## config.mk

```make
export PLATFORM = sky130hd
export DESIGN_NAME = endstop_limit_monitor_top
export DESIGN_NICKNAME = d
export VERILOG_FILES = /design/src/design/elm_pkg.sv /design/src/design/elm_eval.sv /design/src/design/endstop_limit_monitor_top.sv
export SDC_FILE = /design/constraint.sdc
export NUM_CORES = 1
export LEC_CHECK = 0
export BUFFER_PORTS_ARGS = -buffer_cell sky130_fd_sc_hd__clkbuf_2
export CAP_MARGIN = 40
export CORE_ASPECT_RATIO = 2
export CORE_UTILIZATION = 49
export CTS_CLUSTER_DIAMETER = 30
export DETAILED_ROUTE_END_ITERATION = 8
export PLACE_DENSITY = 0.74
export SLEW_MARGIN = 20
export SYNTH_ARGS = -nofsm -noshare
export SYNTH_HDL_FRONTEND = slang
export SYNTH_SLANG_ARGS = --single-unit
```

## constraint.sdc

```tcl
create_clock -name clk -period 1.5 [get_ports clk]
set_clock_uncertainty 0.1 [all_clocks]
set_input_delay 0.375 -clock clk [delete_from_list [all_inputs] [get_ports clk]]
set_output_delay 0.375 -clock clk [all_outputs]
set_load 0.005 [all_outputs]
```

## src/design/elm_pkg.sv

```systemverilog
// Shared types, switch bit positions and register indexes for the endstop limit monitor.
package elm_pkg;

	localparam int unsigned SW_W = 9;
	localparam int unsigned AX_W = 3;

	localparam int unsigned B_XMIN  = 0;
	localparam int unsigned B_XMAX  = 1;
	localparam int unsigned B_YMIN  = 2;
	localparam int unsigned B_YMAX  = 3;
	localparam int unsigned B_ZMIN  = 4;
	localparam int unsigned B_ZMAX  = 5;
	localparam int unsigned B_Z2MIN = 6;
	localparam int unsigned B_Z2MAX = 7;
	localparam int unsigned B_PROBE = 8;

	localparam int unsigned AX_X = 0;
	localparam int unsigned AX_Y = 1;
	localparam int unsigned AX_Z = 2;

	localparam logic [1:0] BOTH_Z = 2'b11;

	localparam logic [SW_W-1:0] INVERT_RESET  = 9'd0;
	localparam logic [SW_W-1:0] PRESENT_RESET = 9'd63;

	typedef enum logic [1:0] {
		REG_INVERT_MASK  = 2'd0,
		REG_PRESENT_MASK = 2'd1,
		REG_DUAL_Z_MODE  = 2'd2,
		REG_PROBE_CHECK  = 2'd3
	} reg_idx_t;

	typedef struct packed {
		logic [SW_W-1:0] invert_mask;
		logic [SW_W-1:0] present_mask;
		logic            dual_z_mode;
		logic            probe_check;
	} cfg_t;

	typedef struct packed {
		logic [SW_W-1:0] pin_levels;
		logic [AX_W-1:0] dir_negative;
		logic [AX_W-1:0] axis_moving;
		logic            homing_active;
		logic            clear_hits;
	} item_t;

	typedef struct packed {
		logic [AX_W-1:0] hit_latched;
		logic [AX_W-1:0] axis_triggered;
		logic            stop_move;
		logic [SW_W-1:0] qualified_bits;
	} result_t;

endpackage

```

## src/design/elm_eval.sv

```systemverilog
// Per-tick switch refresh, qualification, trigger and dual-Z stop evaluation.
module elm_eval (
	input  elm_pkg::cfg_t             cfg,
	input  elm_pkg::item_t            item,
	input  logic [elm_pkg::SW_W-1:0]  sample,
	input  logic [elm_pkg::SW_W-1:0]  prev,
	input  logic [elm_pkg::AX_W-1:0]  hits,
	output logic [elm_pkg::SW_W-1:0]  next_sample,
	output elm_pkg::result_t          res
);

	always_comb begin
		logic [elm_pkg::SW_W-1:0] act;
		logic [elm_pkg::SW_W-1:0] ns;
		logic [elm_pkg::SW_W-1:0] fit;
		logic [elm_pkg::SW_W-1:0] q;
		logic [elm_pkg::AX_W-1:0] trig;
		logic                     down;
		logic                     zq1;
		logic                     zq2;
		logic                     zfit;
		logic                     zhit;
		logic                     phit;
		logic                     stop;

		act  = item.pin_levels ^ cfg.invert_mask;
		fit  = cfg.present_mask;
		ns   = sample;
		down = item.dir_negative[elm_pkg::AX_Z];

		// Only the switch facing the direction of travel is refreshed.
		if (item.dir_negative[elm_pkg::AX_X]) begin
			if (fit[elm_pkg::B_XMIN]) ns[elm_pkg::B_XMIN] = act[elm_pkg::B_XMIN];
		end else begin
			if (fit[elm_pkg::B_XMAX]) ns[elm_pkg::B_XMAX] = act[elm_pkg::B_XMAX];
		end
		if (item.dir_negative[elm_pkg::AX_Y]) begin
			if (fit[elm_pkg::B_YMIN]) ns[elm_pkg::B_YMIN] = act[elm_pkg::B_YMIN];
		end else begin
			if (fit[elm_pkg::B_YMAX]) ns[elm_pkg::B_YMAX] = act[elm_pkg::B_YMAX];
		end
		if (down) begin
			if (fit[elm_pkg::B_ZMIN]) begin
				ns[elm_pkg::B_ZMIN] = act[elm_pkg::B_ZMIN];
				// In dual-Z mode, without a fitted Z2 switch its sample mirrors Z.
				if (cfg.dual_z_mode)
					ns[elm_pkg::B_Z2MIN] = fit[elm_pkg::B_Z2MIN] ?
						act[elm_pkg::B_Z2MIN] : act[elm_pkg::B_ZMIN];
			end
			if (cfg.probe_check && fit[elm_pkg::B_PROBE])
				ns[elm_pkg::B_PROBE] = act[elm_pkg::B_PROBE];
		end else begin
			if (fit[elm_pkg::B_ZMAX]) begin
				ns[elm_pkg::B_ZMAX] = act[elm_pkg::B_ZMAX];
				if (cfg.dual_z_mode)
					ns[elm_pkg::B_Z2MAX] = fit[elm_pkg::B_Z2MAX] ?
						act[elm_pkg::B_Z2MAX] : act[elm_pkg::B_ZMAX];
			end
		end

		q = ns & prev;

		trig = '0;
		trig[elm_pkg::AX_X] = item.dir_negative[elm_pkg::AX_X] ?
			(fit[elm_pkg::B_XMIN] & q[elm_pkg::B_XMIN]) :
			(fit[elm_pkg::B_XMAX] & q[elm_pkg::B_XMAX]);
		trig[elm_pkg::AX_Y] = item.dir_negative[elm_pkg::AX_Y] ?
			(fit[elm_pkg::B_YMIN] & q[elm_pkg::B_YMIN]) :
			(fit[elm_pkg::B_YMAX] & q[elm_pkg::B_YMAX]);

		zq1  = down ? q[elm_pkg::B_ZMIN]  : q[elm_pkg::B_ZMAX];
		zq2  = down ? q[elm_pkg::B_Z2MIN] : q[elm_pkg::B_Z2MAX];
		zfit = down ? fit[elm_pkg::B_ZMIN] : fit[elm_pkg::B_ZMAX];
		zhit = cfg.dual_z_mode ? (zfit & (zq1 | zq2)) : (zfit & zq1);
		phit = down & cfg.probe_check & fit[elm_pkg::B_PROBE] & q[elm_pkg::B_PROBE];
		trig[elm_pkg::AX_Z] = zhit | phit;
		trig = trig & item.axis_moving;

		// During homing a single Z side may touch first without aborting.
		stop = cfg.dual_z_mode & zhit & item.axis_moving[elm_pkg::AX_Z] &
			(~item.homing_active | ({zq2, zq1} == elm_pkg::BOTH_Z));

		next_sample        = ns;
		res.hit_latched    = (item.clear_hits ? '0 : hits) | trig;
		res.axis_triggered = trig;
		res.stop_move      = stop;
		res.qualified_bits = q;
	end

endmodule

```

## src/design/endstop_limit_monitor_top.sv

```systemverilog
// Top level of the endstop limit monitor: handshakes, registers and state.
// Path: an accepted item sits in the input register, its result is loaded into the result
// register when the item advances, and out_valid then rises; a stall can hold the item back.
// Throughput: one item per cycle while out_stall is low; a new item can enter while a result waits,
// and in_stall rises only when both registers are full and out_stall is high.
// Reset (arst_n low, asynchronous): stages empty, samples and hits cleared, registers default.
module endstop_limit_monitor_top (
	input  logic                     clk,
	input  logic                     arst_n,

	input  logic                     in_valid,
	output logic                     in_stall,
	input  logic [elm_pkg::SW_W-1:0] pin_levels,
	input  logic [elm_pkg::AX_W-1:0] dir_negative,
	input  logic [elm_pkg::AX_W-1:0] axis_moving,
	input  logic                     homing_active,
	input  logic                     clear_hits,

	output logic                     out_valid,
	input  logic                     out_stall,
	output logic [elm_pkg::AX_W-1:0] hit_latched,
	output logic [elm_pkg::AX_W-1:0] axis_triggered,
	output logic                     stop_move,
	output logic [elm_pkg::SW_W-1:0] qualified_bits,

	input  logic                     cfg_valid,
	output logic                     cfg_ready,
	input  logic [1:0]               cfg_index,
	input  logic [elm_pkg::SW_W-1:0] cfg_data
);

	// Configuration registers; writes must arrive only while the block is idle, which the block does not enforce.
	elm_pkg::cfg_t cfg_q;

	// Input stage holds one accepted item until the result register can take it.
	logic           valid_s1;
	elm_pkg::item_t item_s1;

	// Switch state that survives from tick to tick.
	logic [elm_pkg::SW_W-1:0] sample_q;
	logic [elm_pkg::SW_W-1:0] prev_q;
	logic [elm_pkg::AX_W-1:0] hit_q;

	// Result register.
	logic             out_valid_q;
	elm_pkg::result_t res_q;

	logic                     advance;
	logic [elm_pkg::SW_W-1:0] next_sample;
	elm_pkg::result_t         res_d;

	// The item in stage 1 moves on when the result register is empty or being drained.
	assign advance  = valid_s1 & (~out_valid_q | ~out_stall);
	assign in_stall = valid_s1 & ~advance;
	assign cfg_ready = 1'b1;

	always_ff @(posedge clk or negedge arst_n) begin
		if (!arst_n) begin
			cfg_q.invert_mask  <= elm_pkg::INVERT_RESET;
			cfg_q.present_mask <= elm_pkg::PRESENT_RESET;
			cfg_q.dual_z_mode  <= 1'b0;
			cfg_q.probe_check  <= 1'b0;
		end else if (cfg_valid && cfg_ready) begin
			case (elm_pkg::reg_idx_t'(cfg_index))
				elm_pkg::REG_INVERT_MASK:  cfg_q.invert_mask  <= cfg_data;
				elm_pkg::REG_PRESENT_MASK: cfg_q.present_mask <= cfg_data;
				elm_pkg::REG_DUAL_Z_MODE:  cfg_q.dual_z_mode  <= cfg_data[0];
				elm_pkg::REG_PROBE_CHECK:  cfg_q.probe_check  <= cfg_data[0];
				default: ;
			endcase
		end
	end

	always_ff @(posedge clk or negedge arst_n) begin
		if (!arst_n) begin
			valid_s1 <= 1'b0;
		end else if (!in_stall) begin
			valid_s1 <= in_valid;
		end
	end

	always_ff @(posedge clk) begin
		if (in_valid && !in_stall) begin
			item_s1.pin_levels    <= pin_levels;
			item_s1.dir_negative  <= dir_negative;
			item_s1.axis_moving   <= axis_moving;
			item_s1.homing_active <= homing_active;
			item_s1.clear_hits    <= clear_hits;
		end
	end

	elm_eval u_eval (
		.cfg         (cfg_q),
		.item        (item_s1),
		.sample      (sample_q),
		.prev        (prev_q),
		.hits        (hit_q),
		.next_sample (next_sample),
		.res         (res_d)
	);

	// The sample of this tick becomes the previous sample of the next tick.
	always_ff @(posedge clk or negedge arst_n) begin
		if (!arst_n) begin
			sample_q <= '0;
			prev_q   <= '0;
			hit_q    <= '0;
		end else if (advance) begin
			sample_q <= next_sample;
			prev_q   <= next_sample;
			hit_q    <= res_d.hit_latched;
		end
	end

	always_ff @(posedge clk or negedge arst_n) begin
		if (!arst_n) begin
			out_valid_q <= 1'b0;
		end else if (advance) begin
			out_valid_q <= 1'b1;
		end else if (!out_stall) begin
			out_valid_q <= 1'b0;
		end
	end

	always_ff @(posedge clk) begin
		if (advance) begin
			res_q <= res_d;
		end
	end

	assign out_valid      = out_valid_q;
	assign hit_latched    = res_q.hit_latched;
	assign axis_triggered = res_q.axis_triggered;
	assign stop_move      = res_q.stop_move;
	assign qualified_bits = res_q.qualified_bits;

	// A stop request always comes with a Z trigger.
	a_stop_has_z: assert property (@(posedge clk) disable iff (!arst_n)
		out_valid_q |-> (!res_q.stop_move || res_q.axis_triggered[elm_pkg::AX_Z]))
		else $error("stop_move without a Z trigger");

	// Every triggered axis is also latched.
	a_trig_latched: assert property (@(posedge clk) disable iff (!arst_n)
		out_valid_q |-> ((res_q.hit_latched & res_q.axis_triggered) == res_q.axis_triggered))
		else $error("triggered axis not latched");

	// The latched hit state matches the result just produced.
	a_hit_state: assert property (@(posedge clk) disable iff (!arst_n)
		advance |=> (hit_q == res_q.hit_latched))
		else $error("hit state out of step with result");

	// Qualified switches are always within the newly stored previous sample.
	a_qual_subset: assert property (@(posedge clk) disable iff (!arst_n)
		advance |=> ((res_q.qualified_bits & ~prev_q) == '0))
		else $error("qualified bit not in stored sample");

endmodule
```

==> flow_metrics.env <==
export IMPL_drt_iter0_markers=74
export IMPL_synth_most_common_cell="edfxtp_1"
export IMPL_insertion_delay_ns=0.35
export IMPL_failed_checks="setup timing"
export IMPL_hp_class="in -> reg"
export IMPL_max_freq_mhz=596
export IMPL_place_congestion=0.779
export IMPL_numPortBuffers=50
export IMPL_die_y_um=109
export IMPL_reg2reg_slack_ns=-0.18
export IMPL_yosysTopAreaCell="edfxtp_1"
export IMPL_route_detailed_drc=0
export IMPL_ys_top_cells_by_count="edfxtp_1, dfrtp_1, nand2_1, mux2_1, mux2_2"
export IMPL_grt_busiest_layer="met2"
export IMPL_regToRegEndpoint="hit_latched[2]"
export IMPL_root_buffer="clkbuf_8"
export IMPL_crit_path_end="hit_latched[2]"
export IMPL_start_kind="flip-flop"
export IMPL_cts_buffer_depth=2
export IMPL_peakVddDrop_uv=1160
export IMPL_fp_row_count=38
export IMPL_setup_violations=18
export IMPL_path_class="reg -> reg"
export IMPL_vias=1957
export IMPL_cp_max_fo=4
export IMPL_power_frac_comb_pct=24.9
export IMPL_antenna_found_initial=0
export IMPL_grt_use_met1_pct=17.9
export IMPL_cp_end_kind="flip-flop"
export IMPL_status="complete, but fails checks"
export IMPL_synth_top_area_share_pct=35.0
export IMPL_fin_crit_ns=1.68
export IMPL_start_util_pct=51.7
export IMPL_fillers=369
export IMPL_syn_num_nets=235
export IMPL_yosysWarnings=0
export IMPL_vias_per_cell=5.42
export IMPL_grt_pass1_vias=1930
export IMPL_coreArea_mm2=0.00547
export IMPL_synth_async_reset_ratio_pct=50.7
export IMPL_fin_util_pct=69.8
export IMPL_multi_input_area_mm2=0.00105
export IMPL_ys_types=39
export IMPL_htree_levels=3
export IMPL_die_area_mm2=0.00610
export IMPL_worstPathArrival_ns=1.68
export IMPL_grt_util_met2_pct=34.5
export IMPL_cts_sinks=67
export IMPL_reg2reg_depth=5
export IMPL_maxCapViolCount=0
export IMPL_first_pass_iters=4
export IMPL_syn_cell_area_mm2=0.00283
export IMPL_diodes=0
export IMPL_power_switching_w=0.00146
export IMPL_p_clk_share_pct=24.1
export IMPL_p_seq_share_pct=51.0
export IMPL_power_density_mw_per_mm2=1360
export IMPL_regArea_mm2=0.00185
export IMPL_synth_flop_cell="edfxtp_1"
export IMPL_wl_mm=5.75
export IMPL_yosysSeqAreaShare_pct=65.4
export IMPL_switching_share_pct=28.2
export IMPL_p_int_w=0.00372
export IMPL_hold_violations=0
export IMPL_yosys_top_cells_area="edfxtp_1, dfrtp_1, mux2_1"
export IMPL_ioPinCount=52
export IMPL_grt_max_degree=35
export IMPL_critical_path_startpoint="cfg_q[7]"
export IMPL_grt_ovfl_total=0
export IMPL_dp_slack_ns=-0.243
export IMPL_ys_ff_latch=67
export IMPL_cts_made_buffers=9
export IMPL_rsz0062_at_grt="yes"
export IMPL_drive_gt1_share_pct=48.8
export IMPL_total_power_w=0.00518
export IMPL_fin_ws_ns=-0.177
export IMPL_postRouteAntennaNets=0
export IMPL_total_leakage_power_nw=1.70
export IMPL_hold_depth=1
export IMPL_cts_clk_slew_worst_paths_ns=0.07
export IMPL_rr_startpoint="cfg_q[7]"
export IMPL_syn_to_final_growth_pct=34.9
export IMPL_die_w_um=55.7
export IMPL_avgSynthCellArea_um2=14.0
export IMPL_hpwl_mm=3.79
export IMPL_synthCells=202
export IMPL_fin_crit_sh_pct=112
export IMPL_grt_usage_pct=19.2
export IMPL_met3_usage_pct=6.71
export IMPL_grt_pass1_wl_mm=8.38
export IMPL_required_ns=1.50
export IMPL_slew_violations=0
export IMPL_final_net_count=329
export IMPL_wl_per_cell_um=15.9
export IMPL_cts_tree="done"
export IMPL_synth_edf_count=33
==> flip-flops by register name, indices dropped and copies added (netlist names) <==
signal and count:
item_s1 17, axis_triggered 3, hit_q 3, prev_q 9
stop_move 1, cfg_q 20, hit_latched 3, valid_s1 1
out_valid 1, qualified_bits 9
==> routing by layer <==
metal,wire (um),part of all wire [%]
met1,1980,34
met2,3290,57
met3,232,4.0
met4,244,4.2
met5,0,0
==> cell type report <==
cell class | instances | share of cell area (%)
clock buffer | 13 | 3.64
clock inverter | 3 | 0.459
inverter | 8 | 0.787
multi-input combinational | 122 | 27.6
sequential | 67 | 48.4
tap | 60 | 1.97
timing repair buffer | 88 | 17.1
==> worst min-delay path by stage <==
stage / start / endpoint
after floorplan: arst_n / cfg_q[0]
after global placement: arst_n / cfg_q[18]
after detailed placement: arst_n / cfg_q[18]
after CTS: dir_negative[1] / item_s1[6]
after global routing: axis_moving[2] / item_s1[4]
final: clear_hits / item_s1[0]
==> cells in the final DEF (no fill, tap or decap), types with 2 or more instances in the layout <==
cell type | netlist | final
clkbuf_16 | 0 | 2
mux2_4 | 0 | 7
clkbuf_2 | 0 | 49
o31a_1 | 2 | 2
buf_8 | 0 | 3
o21ai_1 | 5 | 2
o22ai_1 | 2 | 2
o21ai_2 | 0 | 4
nand3_2 | 0 | 3
o31ai_1 | 2 | 2
buf_12 | 0 | 3
nand4_1 | 3 | 3
nand2_4 | 0 | 3
nand3_1 | 9 | 5
a31oi_1 | 3 | 3
nor2_1 | 4 | 3
mux2_1 | 16 | 9
nand2b_1 | 5 | 4
buf_4 | 2 | 25
edfxtp_1 | 33 | 33
xor2_2 | 2 | 2
nand2_1 | 20 | 16
o21a_1 | 4 | 4
dfstp_2 | 6 | 6
clkbuf_1 | 0 | 4
nor2b_1 | 5 | 4
dfrtp_1 | 28 | 28
clkbuf_8 | 0 | 9
nand4b_1 | 2 | 2
inv_4 | 0 | 2
o22ai_2 | 2 | 2
mux2_2 | 11 | 11
and3_1 | 2 | 2
buf_6 | 0 | 5
inv_1 | 8 | 7
mux2i_1 | 2 | 2
xor2_1 | 7 | 7
==> power groups by stage <==
| stage | sequential [W] | combinational (W) | clock [W] |
|---|---|---|---|
| 2_1_floorplan | 0.00259 | 0.000607 | 0 |
| 5_1_grt | 0.00268 | 0.00141 | 0.00136 |
| 3_5_place_dp | 0.00264 | 0.00104 | 0 |
| 4_1_cts | 0.00261 | 0.00109 | 0.00128 |
| 3_3_place_gp | 0.00263 | 0.000997 | 0 |
| 6_report | 0.00264 | 0.00129 | 0.00125 |
==> through the flow <==
stage | instances | area, um2 | hold WS [ns] | setup TNS [ns]
2_1_floorplan | 202 | 2840 | -0.0206 | -0.234
3_3_place_gp | 333 | 3360 | 0.249 | -0.632
3_5_place_dp | 333 | 3360 | 0.255 | -0.838
4_1_cts | 356 | 3600 | 0.0827 | -0.509
5_1_grt | 361 | 3820 | 0.0820 | -2.41
6_report | 361 | 3820 | 0.0955 | -1.04
==> critical path, stage by stage, from the launching register on <==
cell       delay [ns]
dfstp_2          0.55
nand4bb_1        0.12
o22ai_2          0.24
o32ai_2          0.13
nor3_2           0.20
o22ai_1          0.09
==> what timing repair did <==
action | CTS | global route
gates resized for setup | 6 | 37
pin swaps | 11 | 3
gates cloned | 0 | 2
setup buffers | 7 | 3
hold buffers | 1 | 0
hold endpoints to repair | 28 | 0
setup endpoints to repair | 5 | 14
==> kinds of logic after synthesis <==
family                    after synthesis  synth area share (%)
AOI/OAI and AO/OA                      28                  7.56
xor gates and xnor gates                9                  3.32
buffers and inverters                  13                  2.12
DFF                                    67                  65.4
muxes                                  29                  11.5
other                                   1                 0.133
and+or+nand+nor                        55                  10.0
Power figures use the tool's default switching activity.
